File: src/hdl/spc_pkg.sv
package spc_pkg;

  // Fixed field widths of the vertex and light-matrix formats.
  localparam int COORD_W  = 20;
  localparam int DIFF_W   = COORD_W + 1;
  localparam int POS_W    = 3 * COORD_W;
  localparam int ROW_W    = 62;
  localparam int TERM_W   = 14;
  localparam int TC_W     = 16;
  localparam int IDX_W    = 11;
  localparam int CFG_W    = 62;

  // Shared multiply-accumulate unit and intermediate widths.
  localparam int MAC_A_W  = 44;
  localparam int MAC_B_W  = 22;
  localparam int ACC_W    = 66;
  localparam int NRM_W    = 43;
  localparam int DOT_W    = 36;
  localparam int NUM_W    = 57;
  localparam int DEN_W    = DOT_W;
  localparam int TRANS_SCALE = 8192;

  localparam logic signed [TC_W-1:0] TEX_HALF = 16'sd2048;
  localparam logic signed [TC_W-1:0] TEX_MAX  = 16'sh7fff;
  localparam logic signed [TC_W-1:0] TEX_MIN  = 16'sh8000;

  typedef enum logic [2:0] {
    CFG_CAMERA, CFG_LIGHT, CFG_OBJECT, CFG_U_ROW, CFG_V_ROW, CFG_Z_ROW, CFG_HALF_PERSP
  } cfg_index_t;

  typedef enum logic {
    OP_FRAME  = 1'b0,
    OP_VERTEX = 1'b1
  } op_t;

  typedef enum logic [1:0] {
    STATUS_EMIT  = 2'd0,
    STATUS_FULL  = 2'd1,
    STATUS_FRAME = 2'd2
  } status_t;

  typedef enum logic [2:0] {
    S_IDLE, S_CROSS, S_SIDE, S_DOT, S_NUM, S_DIV, S_OUT
  } state_t;

  typedef struct packed {
    logic [POS_W-1:0] camera;
    logic [POS_W-1:0] light;
    logic [POS_W-1:0] object;
    logic [ROW_W-1:0] u_row;
    logic [ROW_W-1:0] v_row;
    logic [ROW_W-1:0] z_row;
    logic [15:0]      half_persp;
  } cfg_t;

  typedef struct packed {
    logic                      start;
    logic                      clr;
    logic                      neg;
    logic signed [MAC_A_W-1:0] a;
    logic signed [MAC_B_W-1:0] b;
  } mac_req_t;

  typedef struct packed {
    logic                    start;
    logic signed [NUM_W-1:0] num;
    logic signed [DEN_W-1:0] den;
  } div_req_t;

  // One signed coordinate out of a packed x,y,z position.
  function automatic logic signed [COORD_W-1:0] coord(input logic [POS_W-1:0] p,
                                                      input logic [1:0] k);
    return p[COORD_W*k +: COORD_W];
  endfunction

  // Difference of two coordinates, one bit wider.
  function automatic logic signed [DIFF_W-1:0] diff(input logic signed [COORD_W-1:0] a,
                                                    input logic signed [COORD_W-1:0] b);
    return $signed({a[COORD_W-1], a}) - $signed({b[COORD_W-1], b});
  endfunction

  // One Q1.13 matrix term of a row.
  function automatic logic signed [TERM_W-1:0] row_term(input logic [ROW_W-1:0] row,
                                                        input logic [1:0] k);
    return row[TERM_W*k +: TERM_W];
  endfunction

endpackage

File: src/hdl/spc_mac.sv
module spc_mac (
  input  logic                                clk,
  input  logic                                rst,
  input  spc_pkg::mac_req_t                   req,
  output logic signed [spc_pkg::ACC_W-1:0]    acc,
  output logic                                done
);

  localparam int CNT_W = $clog2(spc_pkg::MAC_B_W);
  localparam logic [CNT_W-1:0] LAST = CNT_W'(spc_pkg::MAC_B_W - 1);

  logic                              busy;
  logic [CNT_W-1:0]                  cnt;
  logic signed [spc_pkg::ACC_W-1:0]  a_sh;
  logic [spc_pkg::MAC_B_W-1:0]       b_sh;
  logic signed [spc_pkg::ACC_W-1:0]  a_ext;

  assign a_ext = spc_pkg::ACC_W'(req.a);

  // Shift-add multiply, one multiplier bit per cycle; the top bit carries negative weight.
  always_ff @(posedge clk) begin
    if (rst) begin
      busy <= 1'b0;
      done <= 1'b0;
      cnt  <= '0;
    end else begin
      done <= 1'b0;
      if (!busy && req.start) begin
        busy <= 1'b1;
        cnt  <= '0;
        a_sh <= req.neg ? -a_ext : a_ext;
        b_sh <= req.b;
        if (req.clr) begin
          acc <= '0;
        end
      end else if (busy) begin
        if (b_sh[0]) begin
          acc <= (cnt == LAST) ? acc - a_sh : acc + a_sh;
        end
        a_sh <= a_sh <<< 1;
        b_sh <= b_sh >> 1;
        cnt  <= cnt + 1'b1;
        if (cnt == LAST) begin
          busy <= 1'b0;
          done <= 1'b1;
        end
      end
    end
  end

endmodule

File: src/hdl/spc_div.sv
module spc_div (
  input  logic                              clk,
  input  logic                              rst,
  input  spc_pkg::div_req_t                 req,
  output logic signed [spc_pkg::TC_W-1:0]   tex,
  output logic                              done
);

  localparam int NA_W = spc_pkg::NUM_W;
  localparam int DA_W = spc_pkg::DEN_W;
  localparam int N_W  = NA_W + 1;
  localparam int D_W  = DA_W + 1;
  localparam int Q_W  = 16;

  logic [NA_W-1:0]    an;
  logic [DA_W-1:0]    ad;
  logic [N_W-1:0]     n_full;
  logic [D_W-1:0]     d_full;
  logic               ovf;
  logic               neg_c;

  logic               busy;
  logic               neg;
  logic [4:0]         cnt;
  logic [D_W-1:0]     dreg;
  logic [D_W-1:0]     rem;
  logic [Q_W-1:0]     nlow;
  logic [Q_W-1:0]     q;
  logic [D_W:0]       trial;
  logic signed [Q_W+1:0] qv;
  logic signed [Q_W+1:0] v;

  // Magnitudes and the rounded dividend 2|n| + |d| over divisor 2|d|.
  always_comb begin
    an     = req.num[NA_W-1] ? (~req.num + 1'b1) : req.num;
    ad     = req.den[DA_W-1] ? (~req.den + 1'b1) : req.den;
    n_full = {an, 1'b0} + N_W'(ad);
    d_full = {ad, 1'b0};
    ovf    = n_full[N_W-1:Q_W] >= (N_W-Q_W)'(d_full);
    neg_c  = req.num[NA_W-1] ^ req.den[DA_W-1];
    trial  = {rem, nlow[Q_W-1]};
    qv     = {2'b00, q};
    v      = (neg ? -qv : qv) + (Q_W+2)'(spc_pkg::TEX_HALF);
  end

  // Restoring long division over the low 16 quotient bits; larger quotients saturate.
  always_ff @(posedge clk) begin
    if (rst) begin
      busy <= 1'b0;
      done <= 1'b0;
      cnt  <= '0;
    end else begin
      done <= 1'b0;
      if (!busy && req.start) begin
        neg <= neg_c;
        if (req.den == '0) begin
          tex  <= (req.num == '0) ? spc_pkg::TEX_HALF :
                  (req.num[NA_W-1] ? spc_pkg::TEX_MIN : spc_pkg::TEX_MAX);
          done <= 1'b1;
        end else if (ovf) begin
          tex  <= neg_c ? spc_pkg::TEX_MIN : spc_pkg::TEX_MAX;
          done <= 1'b1;
        end else begin
          busy <= 1'b1;
          cnt  <= '0;
          dreg <= d_full;
          rem  <= n_full[Q_W+D_W-1:Q_W];
          nlow <= n_full[Q_W-1:0];
          q    <= '0;
        end
      end else if (busy) begin
        if (cnt == 5'(Q_W)) begin
          if (v > (Q_W+2)'(spc_pkg::TEX_MAX)) begin
            tex <= spc_pkg::TEX_MAX;
          end else if (v < (Q_W+2)'(spc_pkg::TEX_MIN)) begin
            tex <= spc_pkg::TEX_MIN;
          end else begin
            tex <= v[Q_W-1:0];
          end
          busy <= 1'b0;
          done <= 1'b1;
        end else begin
          if (trial >= {1'b0, dreg}) begin
            rem <= D_W'(trial - {1'b0, dreg});
            q   <= {q[Q_W-2:0], 1'b1};
          end else begin
            rem <= trial[D_W-1:0];
            q   <= {q[Q_W-2:0], 1'b0};
          end
          nlow <= nlow << 1;
          cnt  <= cnt + 1'b1;
        end
      end
    end
  end

endmodule

File: src/hdl/spc_ctrl.sv
module spc_ctrl #(
  parameter int BUFFER_VERTS   = 1024,
  parameter int MAX_POLY_VERTS = 16
) (
  input  logic                              clk,
  input  logic                              rst,
  input  spc_pkg::cfg_t                     cfg,
  input  logic                              s_tvalid,
  output logic                              s_tready,
  input  logic [71:0]                       s_tdata,
  input  logic [1:0]                        s_tuser,
  output logic                              m_tvalid,
  input  logic                              m_tready,
  output logic [103:0]                      m_tdata,
  output logic [1:0]                        m_tuser,
  output logic                              m_tlast,
  output spc_pkg::mac_req_t                 mac_req,
  input  logic signed [spc_pkg::ACC_W-1:0]  mac_acc,
  input  logic                              mac_done,
  output spc_pkg::div_req_t                 div_req,
  input  logic signed [spc_pkg::TC_W-1:0]   div_tex,
  input  logic                              div_done
);

  localparam int CNT_W = $clog2(BUFFER_VERTS + 1);
  localparam int SZ_W  = $clog2(MAX_POLY_VERTS + 1);
  localparam int CW    = (SZ_W > 5) ? SZ_W : 5;
  localparam int CMP_W = CNT_W + SZ_W + 2;
  localparam int POS_W = spc_pkg::POS_W;
  localparam int TCP_W = 2 * spc_pkg::TC_W;

  spc_pkg::state_t state, state_next;

  // Polygon and buffer bookkeeping.
  logic [CNT_W-1:0]  count;
  logic [SZ_W-1:0]   pindex;
  logic [SZ_W-1:0]   psize;
  logic              paccepted;

  // Vertex and texture coordinate stores.
  logic [POS_W-1:0]  held_pos [0:1];
  logic [TCP_W-1:0]  held_tc  [0:1];
  logic [POS_W-1:0]  prev_pos;
  logic [TCP_W-1:0]  prev_tc;
  logic [POS_W-1:0]  pos_cur;
  logic [TCP_W-1:0]  cur_tc;
  logic              is_first;

  // Sequencer working registers.
  logic [1:0]        major;
  logic [1:0]        minor;
  logic              mac_issued;
  logic              div_issued;
  logic [1:0]        tex_sel;
  logic signed [spc_pkg::NRM_W-1:0] nrm [0:2];
  logic              side_neg [0:1];
  logic              side_pos [0:1];
  logic signed [spc_pkg::DOT_W-1:0] dot [0:2];
  logic signed [spc_pkg::NUM_W-1:0] num;
  logic [spc_pkg::TC_W-1:0] tc_u;
  logic [1:0]        res_idx;
  spc_pkg::status_t  res_kind;

  // Combinational helpers.
  logic              acc_in;
  logic              op_vertex;
  logic              pstart;
  logic [CW-1:0]     cnt_in;
  logic [SZ_W-1:0]   size_clamp;
  logic [SZ_W-1:0]   idx_eff;
  logic [SZ_W-1:0]   size_eff;
  logic              accd_eff;
  logic              in_range;
  logic signed [spc_pkg::DIFF_W-1:0] e1 [0:2];
  logic signed [spc_pkg::DIFF_W-1:0] e2 [0:2];
  logic [1:0]        ia;
  logic [1:0]        ib;
  logic [POS_W-1:0]  side_pt;
  logic [spc_pkg::ROW_W-1:0] row_sel;
  logic [POS_W-1:0]  tex_pos;
  logic              acc_neg;
  logic              acc_pos;
  logic              culled;
  logic              full;
  logic              out_load;
  logic              out_last;
  logic [POS_W-1:0]  res_pos;
  logic [TCP_W-1:0]  res_tc;
  logic [CNT_W+10:0] cnt_wide;
  logic [spc_pkg::IDX_W-1:0] res_index;

  // Input decode and polygon counters as seen by the incoming request.
  always_comb begin
    acc_in    = s_tvalid && s_tready;
    op_vertex = (spc_pkg::op_t'(s_tuser[0]) == spc_pkg::OP_VERTEX);
    pstart    = s_tuser[1];
    cnt_in    = CW'(s_tdata[64:60]);
    if (cnt_in < CW'(3)) begin
      size_clamp = SZ_W'(3);
    end else if (cnt_in > CW'(MAX_POLY_VERTS)) begin
      size_clamp = SZ_W'(MAX_POLY_VERTS);
    end else begin
      size_clamp = SZ_W'(cnt_in);
    end
    idx_eff  = pstart ? '0 : pindex;
    size_eff = pstart ? size_clamp : psize;
    accd_eff = pstart ? 1'b0 : paccepted;
    in_range = idx_eff < size_eff;
  end

  // Edge vectors, operand selection and plane tests.
  always_comb begin
    for (int k = 0; k < 3; k++) begin
      e1[k] = spc_pkg::diff(spc_pkg::coord(held_pos[1], 2'(k)),
                            spc_pkg::coord(held_pos[0], 2'(k)));
      e2[k] = spc_pkg::diff(spc_pkg::coord(pos_cur, 2'(k)),
                            spc_pkg::coord(held_pos[0], 2'(k)));
    end
    unique case ({major, minor})
      4'b0000: begin ia = 2'd1; ib = 2'd2; end
      4'b0001: begin ia = 2'd2; ib = 2'd1; end
      4'b0100: begin ia = 2'd2; ib = 2'd0; end
      4'b0101: begin ia = 2'd0; ib = 2'd2; end
      4'b1000: begin ia = 2'd0; ib = 2'd1; end
      4'b1001: begin ia = 2'd1; ib = 2'd0; end
      default: begin ia = 2'd0; ib = 2'd0; end
    endcase
    unique case (major)
      2'd0:    begin side_pt = cfg.camera; row_sel = cfg.u_row; end
      2'd1:    begin side_pt = cfg.light;  row_sel = cfg.v_row; end
      default: begin side_pt = cfg.object; row_sel = cfg.z_row; end
    endcase
    unique case (tex_sel)
      2'd0:    tex_pos = held_pos[0];
      2'd1:    tex_pos = held_pos[1];
      default: tex_pos = pos_cur;
    endcase
    acc_neg  = mac_acc[spc_pkg::ACC_W-1];
    acc_pos  = !mac_acc[spc_pkg::ACC_W-1] && (mac_acc != '0);
    culled   = (side_neg[0] && side_pos[1]) || (side_pos[0] && side_neg[1]) ||
               (acc_neg && side_pos[1]) || (acc_pos && side_neg[1]);
    full     = (CMP_W'(count) + CMP_W'(psize - SZ_W'(2)) * CMP_W'(3)) >
               CMP_W'(BUFFER_VERTS);
  end

  // Result selection for the output register.
  always_comb begin
    cnt_wide  = {11'b0, count};
    res_index = cnt_wide[10:0];
    res_pos   = '0;
    res_tc    = '0;
    out_last  = 1'b1;
    unique case (res_kind)
      spc_pkg::STATUS_EMIT: begin
        out_last = (res_idx == 2'd2);
        unique case (res_idx)
          2'd0:    begin res_pos = held_pos[0]; res_tc = held_tc[0]; end
          2'd1:    begin
            res_pos = is_first ? held_pos[1] : prev_pos;
            res_tc  = is_first ? held_tc[1]  : prev_tc;
          end
          default: begin res_pos = pos_cur; res_tc = cur_tc; end
        endcase
      end
      spc_pkg::STATUS_FULL: ;
      default: res_index = '0;
    endcase
    out_load = (state == spc_pkg::S_OUT) && (!m_tvalid || m_tready);
  end

  // Next state.
  always_comb begin
    state_next = state;
    unique case (state)
      spc_pkg::S_IDLE: begin
        if (acc_in) begin
          if (!op_vertex) begin
            state_next = spc_pkg::S_OUT;
          end else if (in_range && idx_eff == SZ_W'(2)) begin
            state_next = spc_pkg::S_CROSS;
          end else if (in_range && idx_eff > SZ_W'(2) && accd_eff) begin
            state_next = spc_pkg::S_DOT;
          end
        end
      end
      spc_pkg::S_CROSS: begin
        if (mac_done && major == 2'd2 && minor == 2'd1) state_next = spc_pkg::S_SIDE;
      end
      spc_pkg::S_SIDE: begin
        if (mac_done && major == 2'd2 && minor == 2'd2) begin
          priority if (culled) state_next = spc_pkg::S_IDLE;
          else if (full)       state_next = spc_pkg::S_OUT;
          else                 state_next = spc_pkg::S_DOT;
        end
      end
      spc_pkg::S_DOT: begin
        if (mac_done && major == 2'd2 && minor == 2'd3) state_next = spc_pkg::S_NUM;
      end
      spc_pkg::S_NUM: begin
        if (mac_done) state_next = spc_pkg::S_DIV;
      end
      spc_pkg::S_DIV: begin
        if (div_done) begin
          priority if (major == 2'd0) state_next = spc_pkg::S_NUM;
          else if (tex_sel == 2'd2)   state_next = spc_pkg::S_OUT;
          else                        state_next = spc_pkg::S_DOT;
        end
      end
      spc_pkg::S_OUT: begin
        if (out_load && out_last) state_next = spc_pkg::S_IDLE;
      end
      default: state_next = spc_pkg::S_IDLE;
    endcase
  end

  // Handshake and requests to the shared units.
  always_comb begin
    s_tready = (state == spc_pkg::S_IDLE);
    mac_req  = '0;
    div_req  = '0;
    unique case (state)
      spc_pkg::S_CROSS: begin
        mac_req.start = !mac_issued;
        mac_req.clr   = (minor == 2'd0);
        mac_req.neg   = (minor == 2'd1);
        mac_req.a     = spc_pkg::MAC_A_W'(e1[ia]);
        mac_req.b     = spc_pkg::MAC_B_W'(e2[ib]);
      end
      spc_pkg::S_SIDE: begin
        mac_req.start = !mac_issued;
        mac_req.clr   = (minor == 2'd0);
        mac_req.a     = spc_pkg::MAC_A_W'(nrm[minor]);
        mac_req.b     = spc_pkg::MAC_B_W'(spc_pkg::diff(spc_pkg::coord(side_pt, minor),
                                                        spc_pkg::coord(held_pos[0], minor)));
      end
      spc_pkg::S_DOT: begin
        mac_req.start = !mac_issued;
        mac_req.clr   = (minor == 2'd0);
        if (minor == 2'd0) begin
          mac_req.a = spc_pkg::MAC_A_W'($signed(row_sel[61:42]));
          mac_req.b = spc_pkg::MAC_B_W'(spc_pkg::TRANS_SCALE);
        end else begin
          mac_req.a = spc_pkg::MAC_A_W'(spc_pkg::coord(tex_pos, minor - 2'd1));
          mac_req.b = spc_pkg::MAC_B_W'(spc_pkg::row_term(row_sel, minor - 2'd1));
        end
      end
      spc_pkg::S_NUM: begin
        mac_req.start = !mac_issued;
        mac_req.clr   = 1'b1;
        mac_req.neg   = major[0];
        mac_req.a     = spc_pkg::MAC_A_W'(major[0] ? dot[1] : dot[0]);
        mac_req.b     = spc_pkg::MAC_B_W'($signed({1'b0, cfg.half_persp}));
      end
      spc_pkg::S_DIV: begin
        div_req.start = !div_issued;
        div_req.num   = num;
        div_req.den   = dot[2];
      end
      default: ;
    endcase
  end

  always_ff @(posedge clk) begin
    if (rst) begin
      state <= spc_pkg::S_IDLE;
    end else begin
      state <= state_next;
    end
  end

  // Sequencer counters and polygon bookkeeping.
  always_ff @(posedge clk) begin
    if (rst) begin
      count      <= '0;
      pindex     <= '0;
      psize      <= '0;
      paccepted  <= 1'b0;
      major      <= '0;
      minor      <= '0;
      mac_issued <= 1'b0;
      div_issued <= 1'b0;
      tex_sel    <= '0;
      res_idx    <= '0;
      res_kind   <= spc_pkg::STATUS_EMIT;
      m_tvalid   <= 1'b0;
    end else begin
      if (mac_req.start) begin
        mac_issued <= 1'b1;
      end else if (mac_done) begin
        mac_issued <= 1'b0;
      end
      if (div_req.start) begin
        div_issued <= 1'b1;
      end else if (div_done) begin
        div_issued <= 1'b0;
      end

      if (acc_in) begin
        major   <= '0;
        minor   <= '0;
        res_idx <= '0;
        if (!op_vertex) begin
          count     <= '0;
          pindex    <= '0;
          psize     <= '0;
          paccepted <= 1'b0;
          res_kind  <= spc_pkg::STATUS_FRAME;
        end else begin
          psize     <= size_eff;
          paccepted <= accd_eff;
          pindex    <= in_range ? idx_eff + 1'b1 : idx_eff;
          res_kind  <= spc_pkg::STATUS_EMIT;
          tex_sel   <= (idx_eff == SZ_W'(2)) ? 2'd0 : 2'd2;
        end
      end

      // Step through the operations of each phase as the shared units finish.
      if (mac_done) begin
        unique case (state)
          spc_pkg::S_CROSS: begin
            minor <= (minor == 2'd1) ? 2'd0 : 2'd1;
            if (minor == 2'd1) major <= (major == 2'd2) ? 2'd0 : major + 1'b1;
          end
          spc_pkg::S_SIDE: begin
            minor <= (minor == 2'd2) ? 2'd0 : minor + 1'b1;
            if (minor == 2'd2) major <= (major == 2'd2) ? 2'd0 : major + 1'b1;
            if (minor == 2'd2 && major == 2'd2) begin
              priority if (culled) begin
                paccepted <= 1'b0;
              end else if (full) begin
                paccepted <= 1'b0;
                res_kind  <= spc_pkg::STATUS_FULL;
              end else begin
                paccepted <= 1'b1;
              end
            end
          end
          spc_pkg::S_DOT: begin
            minor <= minor + 1'b1;
            if (minor == 2'd3) major <= (major == 2'd2) ? 2'd0 : major + 1'b1;
          end
          default: ;
        endcase
      end

      if (div_done && state == spc_pkg::S_DIV) begin
        if (major == 2'd0) begin
          major <= 2'd1;
        end else begin
          major <= 2'd0;
          if (tex_sel != 2'd2) tex_sel <= tex_sel + 1'b1;
        end
      end

      // Output register: a finished result waits here until it is taken.
      if (out_load) begin
        m_tvalid <= 1'b1;
        res_idx  <= res_idx + 1'b1;
        if (res_kind == spc_pkg::STATUS_EMIT) count <= count + 1'b1;
      end else if (m_tready) begin
        m_tvalid <= 1'b0;
      end
    end
  end

  // Vertex data, partial results and output payload.
  always_ff @(posedge clk) begin
    if (acc_in && op_vertex && in_range) begin
      if (idx_eff < SZ_W'(2)) begin
        held_pos[idx_eff[0]] <= s_tdata[POS_W-1:0];
      end else begin
        pos_cur  <= s_tdata[POS_W-1:0];
        is_first <= (idx_eff == SZ_W'(2));
      end
    end
    if (mac_done) begin
      unique case (state)
        spc_pkg::S_CROSS: if (minor == 2'd1) nrm[major] <= mac_acc[spc_pkg::NRM_W-1:0];
        spc_pkg::S_SIDE: begin
          if (minor == 2'd2 && major != 2'd2) begin
            side_neg[major[0]] <= acc_neg;
            side_pos[major[0]] <= acc_pos;
          end
        end
        spc_pkg::S_DOT: if (minor == 2'd3) dot[major] <= mac_acc[spc_pkg::DOT_W-1:0];
        spc_pkg::S_NUM: num <= {mac_acc[spc_pkg::NUM_W-5:0], 4'b0000};
        default: ;
      endcase
    end
    if (div_done && state == spc_pkg::S_DIV) begin
      if (major == 2'd0) begin
        tc_u <= div_tex;
      end else begin
        unique case (tex_sel)
          2'd0:    held_tc[0] <= {div_tex, tc_u};
          2'd1:    held_tc[1] <= {div_tex, tc_u};
          default: cur_tc     <= {div_tex, tc_u};
        endcase
      end
    end
    if (out_load) begin
      m_tdata <= {1'b0, res_index, res_tc, res_pos};
      m_tuser <= res_kind;
      m_tlast <= out_last;
      if (res_kind == spc_pkg::STATUS_EMIT && out_last) begin
        prev_pos <= pos_cur;
        prev_tc  <= cur_tc;
      end
    end
  end

  // The sequencer never takes a request while a shared unit still works for it.
  assert property (@(posedge clk) disable iff (rst) s_tready |-> !mac_issued && !div_issued)
    else $error("request taken while a shared unit is busy");

  // Multiplier and divider are never in use at once.
  assert property (@(posedge clk) disable iff (rst) !(mac_issued && div_issued))
    else $error("multiplier and divider active together");

  // The capacity check keeps the buffer fill in bounds.
  assert property (@(posedge clk) disable iff (rst)
                   CMP_W'(count) <= CMP_W'(BUFFER_VERTS))
    else $error("vertex buffer fill beyond capacity");

  // The vertex position within a polygon never passes its size.
  assert property (@(posedge clk) disable iff (rst) pindex <= psize)
    else $error("polygon index beyond polygon size");

endmodule

File: src/hdl/shadow_polygon_cull_and_project_core.sv
// Shadow polygon culling and projective texture coordinate generation. Vertices
// arrive one request at a time; the block is busy on each request and takes the
// next only once its work is done. A frame command or the first two vertices of a
// polygon need no arithmetic. The third vertex runs the face normal and three plane
// tests on the shared serial 22-bit multiply-accumulate unit (15 operations); an
// accepted polygon then projects three vertices, each with 14 multiply-accumulate
// operations and two divisions. Every later vertex of an accepted polygon is
// projected alone in the same way. Results leave through a registered output
// stage, up to three per vertex, and the block waits while that stage is stalled.
module shadow_polygon_cull_and_project_core #(
  parameter int BUFFER_VERTS   = 1024,
  parameter int MAX_POLY_VERTS = 16
) (
  input  logic          clk,
  input  logic          rst,
  input  logic          cfg_we,
  input  logic [2:0]    cfg_index,
  input  logic [61:0]   cfg_data,
  input  logic          s_tvalid,
  output logic          s_tready,
  // vertex_x[19:0], vertex_y[39:20], vertex_z[59:40], polygon_vertex_count[64:60], zero pad
  input  logic [71:0]   s_tdata,
  // opcode[0], polygon_start[1]
  input  logic [1:0]    s_tuser,
  output logic          m_tvalid,
  input  logic          m_tready,
  // out_x[19:0], out_y[39:20], out_z[59:40], tex_u[75:60], tex_v[91:76],
  // buffer_index[102:92], zero pad
  output logic [103:0]  m_tdata,
  // status[1:0]
  output logic [1:0]    m_tuser,
  output logic          m_tlast
);

  spc_pkg::cfg_t                          cfg;
  spc_pkg::mac_req_t                      mac_req;
  spc_pkg::div_req_t                      div_req;
  logic signed [spc_pkg::ACC_W-1:0]       mac_acc;
  logic                                   mac_done;
  logic signed [spc_pkg::TC_W-1:0]        div_tex;
  logic                                   div_done;

  // Configuration registers.
  always_ff @(posedge clk) begin
    if (rst) begin
      cfg            <= '0;
      cfg.half_persp <= 16'd256;
    end else if (cfg_we) begin
      unique case (spc_pkg::cfg_index_t'(cfg_index))
        spc_pkg::CFG_CAMERA:     cfg.camera     <= cfg_data[spc_pkg::POS_W-1:0];
        spc_pkg::CFG_LIGHT:      cfg.light      <= cfg_data[spc_pkg::POS_W-1:0];
        spc_pkg::CFG_OBJECT:     cfg.object     <= cfg_data[spc_pkg::POS_W-1:0];
        spc_pkg::CFG_U_ROW:      cfg.u_row      <= cfg_data;
        spc_pkg::CFG_V_ROW:      cfg.v_row      <= cfg_data;
        spc_pkg::CFG_Z_ROW:      cfg.z_row      <= cfg_data;
        spc_pkg::CFG_HALF_PERSP: cfg.half_persp <= cfg_data[15:0];
        default: ;
      endcase
    end
  end

  spc_ctrl #(
    .BUFFER_VERTS   (BUFFER_VERTS),
    .MAX_POLY_VERTS (MAX_POLY_VERTS)
  ) u_ctrl (
    .clk      (clk),
    .rst      (rst),
    .cfg      (cfg),
    .s_tvalid (s_tvalid),
    .s_tready (s_tready),
    .s_tdata  (s_tdata),
    .s_tuser  (s_tuser),
    .m_tvalid (m_tvalid),
    .m_tready (m_tready),
    .m_tdata  (m_tdata),
    .m_tuser  (m_tuser),
    .m_tlast  (m_tlast),
    .mac_req  (mac_req),
    .mac_acc  (mac_acc),
    .mac_done (mac_done),
    .div_req  (div_req),
    .div_tex  (div_tex),
    .div_done (div_done)
  );

  spc_mac u_mac (
    .clk  (clk),
    .rst  (rst),
    .req  (mac_req),
    .acc  (mac_acc),
    .done (mac_done)
  );

  spc_div u_div (
    .clk  (clk),
    .rst  (rst),
    .req  (div_req),
    .tex  (div_tex),
    .done (div_done)
  );

endmodule
File: config.mk
export PLATFORM = sky130hd
export DESIGN_NAME = shadow_polygon_cull_and_project_core
export DESIGN_NICKNAME = d
export VERILOG_FILES = /design/src/hdl/spc_pkg.sv /design/src/hdl/spc_mac.sv /design/src/hdl/spc_div.sv /design/src/hdl/spc_ctrl.sv /design/src/hdl/shadow_polygon_cull_and_project_core.sv
export SDC_FILE = /design/constraint.sdc
export NUM_CORES = 2
export LEC_CHECK = 0
export ABC_AREA = 1
export BUFFER_PORTS_ARGS = -buffer_cell sky130_fd_sc_hd__buf_4
export CORE_ASPECT_RATIO = 1.2
export CORE_UTILIZATION = 45
export DETAILED_ROUTE_END_ITERATION = 8
export SLEW_MARGIN = 15
export SYNTH_ARGS = -nofsm -noshare
export SYNTH_HDL_FRONTEND = slang
export SYNTH_SLANG_ARGS = --single-unit
export TNS_END_PERCENT = 1
File: constraint.sdc
create_clock -name clk -period 13.7 [get_ports clk]
set_clock_uncertainty 0.1 [all_clocks]
set_input_delay 0 -clock clk [delete_from_list [all_inputs] [get_ports clk]]
set_output_delay 0 -clock clk [all_outputs]
set_load 0.05 [all_outputs]
## After elaboration in Yosys (flattened, before gate mapping)

Memories as Yosys holds them, arrays and structs flattened. A register that Yosys moved wholly into a read port is not among the register bits.
Cells that the tools add are included.

- Memories kept: 6
- Word-level logic and storage cells: 416
- Bits in writable memories: 425
- Bits in registers: 1070

- Add/sub/neg operators: 27
- Magnitude comparators: 12
- Multipliers: 4
- Reduce and logical (&&, ||, !) cells: 83
- Equality and inequality tests: 45
- Bitwise gates (word level): 12
- Muxes and demuxes: 177
- Shift-type cells: 4

Memories:

| name | depth | bits a word | rd ports | clocked after Yosys merged registers in | write ports | line | source |
|---|---|---|---|---|---|---|---|
| u_ctrl.nrm | 3 | 43 | 1 | 1 | 1 | spc_ctrl.sv:55 | `logic signed [spc_pkg::NRM_W-1:0] nrm [0:2];` |
| u_ctrl.held_pos | 2 | 60 | 2 | 0 | 1 | spc_ctrl.sv:41 | `logic [POS_W-1:0] held_pos [0:1];` |
| u_ctrl.dot | 3 | 36 | 3 | 0 | 1 | spc_ctrl.sv:58 | `logic signed [spc_pkg::DOT_W-1:0] dot [0:2];` |
| u_ctrl.held_tc | 2 | 32 | 2 | 0 | 1 | spc_ctrl.sv:42 | `logic [TCP_W-1:0] held_tc [0:1];` |
| u_ctrl.side_neg | 2 | 1 | 2 | 0 | 1 | spc_ctrl.sv:56 | `logic side_neg [0:1];` |
| u_ctrl.side_pos | 2 | 1 | 2 | 0 | 1 | spc_ctrl.sv:57 | `logic side_pos [0:1];` |

Operator list:

| cell | number |
|---|---|
| $mux W66 | 9 |
| $pmux W60 S2 | 3 |
| $mux W16 | 20 |
| $pmux W66 S4 | 1 |
| $mux W37 | 6 |
| $shiftx A60 B8 Y20 | 3 |
| $sub A20 B20 Y21 | 7 |
| $pmux W62 S2 | 1 |
| $mux W94 | 1 |
| $bmux W21 S2 | 2 |
| $mux W21 | 4 |
| $add A66 B66 Y66 | 1 |
| $neg A44 Y66 | 1 |
| $reduce_bool A66 Y1 | 1 |
| $sub A66 B66 Y66 | 1 |
| $mux W32 | 2 |
| $pmux W32 S2 | 1 |
| $shiftx A62 B7 Y14 | 1 |
| $mux W5 | 12 |
| $mux W60 | 1 |
| $add A58 B36 Y58 | 1 |
| $add A57 B1 Y57 const B | 1 |
| $logic_not A57 Y1 | 1 |
| $mux W1 | 57 |
| other kinds (69) | 226 |

## Logic depth before layout (Yosys ltp)

- Depth after elaboration: 12
- Depth in mapped cells: 54
- Gate-level depth less buffers: 50

## Modules after synthesis

From an unflattened synthesis, not the netlist that was laid out.

- Cells, all modules: 11840
- Area total of the unflattened synthesis: 91161.2 µm²

By module, submodules not included:

| module | times used | seq. area each (µm²) | area each (µm²) | cells each |
|---|---|---|---|---|
| spc_ctrl | 1 | 24333.3 | 46321.9 | 5075 |
| spc_mac | 1 | 4764.6 | 15304.7 | 2419 |
| shadow_polygon_cull_and_project_core | 1 | 7647.3 | 14929.3 | 2155 |
| spc_div | 1 | 3803.6 | 14605.3 | 2191 |

## Worst setup path before layout

Ideal clock, no wire load.

- Kind: register to register
- Start: reg u_ctrl.state[1]
- End: reg u_ctrl.prev_pos[0], enable pin
- Arrival: 10.641 ns
- Cell stages (with the launch flop): 11
- Data required time: 13.056 ns
- Buffers on the path: 2
- Slack: 2.416 ns
- Cells stage by stage: dfxtp_1 -> inv_2 -> buf_6 -> buf_6 -> nor3_1 -> inv_1 -> nor2_1 -> inv_1 -> nor2_1 -> clkinv_1 -> nor2_1

- Word-level cells in the longest chain between the ends: 3

RTL lines:

| item | line | source |
|---|---|---|
| start, declared | spc_ctrl.sv:32 | `spc_pkg::state_t state, state_next;` |
| start signal, assigned | spc_ctrl.sv:265 | `state <= spc_pkg::S_IDLE;` |
| start signal, assigned | spc_ctrl.sv:267 | `state <= state_next;` |
| $eq A3 B3 Y1 | spc_ctrl.sv:168 | `out_load = (state == spc_pkg::S_OUT) && (!m_tvalid \|\| m_tready);` |
| $logic_and A1 B1 Y1 | spc_ctrl.sv:168 |  |
| via u_ctrl.out_load | spc_ctrl.sv:85 | `logic out_load;` |
| $reduce_and A2 Y1 (no line) | -- |  |
| end signal, assigned | spc_ctrl.sv:406 | `prev_pos <= pos_cur;` |
| end, declared | spc_ctrl.sv:43 | `logic [POS_W-1:0] prev_pos;` |

The timed path passes the listed nets, and every way through them passes these cells.
A chain may end at the register's enable or synchronous reset.

## Final worst setup path

- Start: reg u_ctrl.state[1]
- End: reg u_div.rem[33], enable pin

- Word-level cells in the longest chain between the ends: 9
- Elaborated cells on any way between the ends: 17
- Those cells by class: add/sub: 3; order compare: 1; eq/ne: 4; mux: 3; bitwise: 2; reduce/logical: 4

RTL lines:

| item | line | source |
|---|---|---|
| $eq A3 B3 Y1 * | spc_ctrl.sv:221 | `unique case (state)` |
| $mux W94 * | spc_ctrl.sv:221 |  |
| $not A57 Y57 or $not A36 Y36 (tied branches) | spc_div.sv:35, spc_div.sv:36 |  |
| $add A57 B1 Y57 or $add A36 B1 Y36 (tied branches) | spc_div.sv:35, spc_div.sv:36 |  |
| $mux W57 or $mux W36 (tied branches) | spc_div.sv:35, spc_div.sv:36 |  |
| $add A58 B36 Y58 | spc_div.sv:37 | `n_full = {an, 1'b0} + N_W'(ad);` |
| $ge A42 B37 Y1 | spc_div.sv:39 | `ovf = n_full[N_W-1:Q_W] >= (N_W-Q_W)'(d_full);` |
| $ne A2 B2 Y1 (no line) | -- |  |
| $reduce_and A5 Y1 (no line) * | -- |  |
| end signal, assigned | spc_div.sv:67 | `rem <= n_full[Q_W+D_W-1:Q_W];` |
| end signal, assigned | spc_div.sv:84 | `rem <= D_W'(trial - {1'b0, dreg});` |
| end signal, assigned | spc_div.sv:87 | `rem <= trial[D_W-1:0];` |
| end, declared | spc_div.sv:26 | `logic [D_W-1:0] rem;` |

Every way passes the cells marked *; elsewhere a longest branch is shown, timed or not.

==> summary.md <==
| Metric | Value |
|---|---|
| Crit path time final | `about 9200 ps` |
| Rel. slew slack | `0.141` |
| FMAX | `about 110 MHz` |
| Port buffer count | `between 200 and 250` |
| Cell taking the most area after synthesis | `edfxtp_1` |
| Syn Inst Count | `~10k` |
| Register area share after synthesis | `0.485` |
| Seq cells post-synth | `1495` |
| Largest net degree at the start of global routing | `between 200 and 300` |
| Crit-path most repeated cell | `nand2_1` |
| Count of different cell masters after synthesis | `between 70 and 80` |
| Mux contribution to synthesized area | `0.000479` |
| RR Endpoint | `u_div.rem[33]` |
| Reg2reg setup slack | `~4500 ps` |
| Max_cap viols | `0` |
| Hold WC Path Type | `in2reg` |
| P_leak | `39.4 nW` |
| Post-DR vias/cell | `roughly 5.8` |
| Final setup viols | `0` |
| Status | `finished clean` |
| Number of synthesized flops with an enable pin | `between 1k and 1.5k` |
| Die W | `395 um` |
| Vias in the first global route | `~70k` |
| Final wirelength | `~290000 um` |
| End point of the critical path | `u_div.rem[33]` |
| Simple-Gate Fraction of Synth Area | `0.192` |
| CP max-delay cell | `buf_4` |
| Core ar. | `around 0.18 sq mm` |
| Peak per-stage delay on the critical path | `710 ps` |
| Final net count | `10.8k` |
| Die Ht | `around 470 um` |
| R2R Path Start | `u_ctrl.state[1]` |
| Synthesized area per cell | `between 8 and 9 sq um` |
| Htree depth | `4` |
| Routed WL per cell | `22.7 um` |
| RePlAce Congestion | `approximately 0.95` |
| Most common cell in the netlist | `nand2_1` |
| Final critical-path setup slack | `between 4000 and 5000 ps` |
| Most area-consuming cells after synthesis | `edfxtp_1 (38%), dfxtp_1 (10%), nand2_1 (7.8%)` |
| Tightest Pin Transition | `~1300 ps` |
| Synth top area share | `0.381` |
| DR pass1 iterations | `9` |
| Setup Buffers After CTS | `0` |
| Hpwl dp | `206000 um` |
| Setup CP Type | `reg2reg` |
| Placement Setup Slack | `~4600 ps` |
| Critical path capture point type | `register` |
| Worst skew pair latency | `~840 ps` |
| Fin. max-slew vios | `0` |
| I/O pin count | `253` |
| Crit-path max FO | `69` |
| Longest Clk Path Bufs | `3` |
| CTS root buffer | `clkbuf_16` |
| DP Area | `~0.09 sq mm` |
| Fillers | `17.2k` |
| CP required | `about 14000 ps` |
| Synth Area in Adders | `0.0544` |
| Final period util | `0.670` |
| Top post-synthesis cells by count | `nand2_1 (1742), nor2_1 (1356), edfxtp_1 (1061)` |
| Worst-path clk slew | `roughly 60 ps` |
| VDD IR max | `0.133 mV` |
| Pwr dens | `between 150 and 200 mW/mm^2` |
| Layout cells sized above 1 | `0.0796` |
| Global Route Usage Sum | `0.304` |
| GRT overflow | `0` |
| Largest family of logic cells by synthesized area | `simple AND/OR/NAND/NOR gates` |
| XOR/XNOR Fraction of Synth Area | `0.0249` |
| Hold Fails Final Rpt | `0` |
| Initial DRC Count | `7584` |
| Critical path origin | `u_ctrl.state[1]` |
| Cts bufs inserted | `around 160` |
| Mapped Area | `~0.084 sq mm` |
| Worst Path Arrival | `approximately 9500 ps` |
| Warning count from the yosys run | `0` |
| CTS tree | `done` |
| Residual DRC count | `0` |
| Post-synth ARST share | `0` |
| Setup TNS | `0 ps` |
| Register-to-Register Path Depth | `43` |
| Number of antenna violations at the first check in global routing | `21` |
| Crit start category | `register` |
| First-pass GRT wire length | `436000 um` |
| Net count after synthesis | `~10k` |
| Final antenna-violating net count | `0` |
| DIE AREA | `approximately 0.19 sq mm` |
| Top_reg_cell synth | `edfxtp_1` |
| Post-route cell area | `approximately 0.096 sq mm` |
| Post-synthesis compound-gate area fraction | `0.179` |
| Row count | `between 150 and 200` |
| RSZ-0062 raised after global routing | `false` |
| Clock sinks | `1495` |
| Total number of vias | `between 70k and 80k` |
| Initial core utilization | `0.455` |
| Layout area overhead | `15.0%` |
[flip-flops by register name, summed over array words and instances, names as in the netlist, 11 cells and up]
| signal | cells |
|---|---|
| u_ctrl.pos_cur | 60 |
| u_mac.a_sh | 66 |
| cfg | 382 |
| u_ctrl.nrm | 129 |
| u_mac.b_sh | 22 |
| u_div.dreg | 36 |
| u_ctrl.prev_pos | 60 |
| u_div.q | 16 |
| u_ctrl.num | 53 |
| u_ctrl.tc_u | 16 |
| u_div.tex | 16 |
| u_ctrl.dot | 108 |
| u_ctrl.held_pos | 120 |
| u_ctrl.cur_tc | 32 |
| u_ctrl.count | 11 |
| u_ctrl.held_tc | 64 |
| u_ctrl.prev_tc | 32 |
| u_div.nlow | 16 |
| u_ctrl.m_tdata | 103 |
| u_div.rem | 37 |
| u_mac.acc | 66 |
[cell usage in the layout (no fill, tap or decap), drive strengths merged, types with 45 or more instances in the layout]
cell,n
clkbuf,198
nand3,351
buf,359
edfxtp,1061
dlygate4sd3,277
o221ai,94
o21a,95
nand2,1778
inv,955
nor4,45
ha,339
dfxtp,434
xor2,158
nor2,1389
a31oi,157
nor3,118
a21oi,780
nand4,85
o21ai,1109
o22ai,81
o211ai,76
xnor2,79
clkinv,76
[where the power goes]
part | internal [W] | switching, W | leakage [nW] | total (W)
sequential | 0.00548 | 0.000398 | 13.1 | 0.00588
combinational | 0.00149 | 0.00336 | 23.6 | 0.00485
clock | 0.00255 | 0.00192 | 2.62 | 0.00447
[how the worst min path moves through the flow]
stage               slack [ps]                endpoint  cells past startpoint    startpoint
global route                90       u_ctrl.tex_sel[0]                      3           rst
detailed placement         100  u_ctrl.held_pos[0][30]                      1   s_tdata[30]
global placement            90  u_ctrl.held_pos[1][13]                      1   s_tdata[13]
floorplan                   -1   u_ctrl.held_pos[0][0]                      0    s_tdata[0]
CTS                          1                cfg[199]                      4  cfg_data[59]
finish                      70                cfg[199]                      4  cfg_data[59]
[layer usage]
metal  wire [um]  global-route usage
met5         138                   0
met4        9130              0.0968
met3       23800              0.0433
met2      134000               0.492
met1      125000               0.418
[cell type report]
type | count | area [sq um] | share of cell area
sequential | 1495 | 40600 | 0.422
multi-input combinational | 7059 | 37900 | 0.394
timing repair buffer | 636 | 5510 | 0.0573
clock buffer | 198 | 4260 | 0.0443
inverter | 963 | 3630 | 0.0378
tap | 2436 | 3050 | 0.0317
clock inverter | 95 | 1170 | 0.0122
antenna | 14 | 35.0 | 0.000365
[through the flow]
stage | util | std cells | hold slack [ps] | power, W
floorplan | - | 9962 | -1.13 | 0.00903
global placement | 0.478 | 12312 | 93.5 | 0.0106
detailed placement | 0.478 | 12312 | 95.4 | 0.0107
CTS | 0.523 | 12882 | 1.12 | 0.0152
global route | 0.523 | 12886 | 93.6 | 0.0159
finish | 0.523 | 12896 | 69.7 | 0.0152
[what timing repair did]
action | in CTS | in global routing
setup endpoints to repair | 0 | 0
hold endpoints to repair | 610 | 0
hold buffers | 277 | 0
resized for setup | 0 | 0
[cells by family (layout without fill, tap and decap cells)]
| group | Yosys count | in the layout |
|---|---|---|
| simple gates | 3846 | 3846 |
| flops | 1495 | 1495 |
| compound gates | 2617 | 2617 |
| other cells | 1 | 15 |
| xor+xnor | 237 | 237 |
| mux | 4 | 4 |
| fa+ha+maj | 354 | 354 |
| buf+inv | 1408 | 1892 |
[worst max-delay path: cells and delay by family, from the launching register on]
family	cells	cell delay (ps)
and+or+nand+nor	25	3190
buffers and inverters	5	2060
AOI/OAI and AO/OA	10	1900
adders and majority gates	2	690
DFF	1	390
xor gates and xnor gates	1	300
Power figures use the tool's default switching activity.
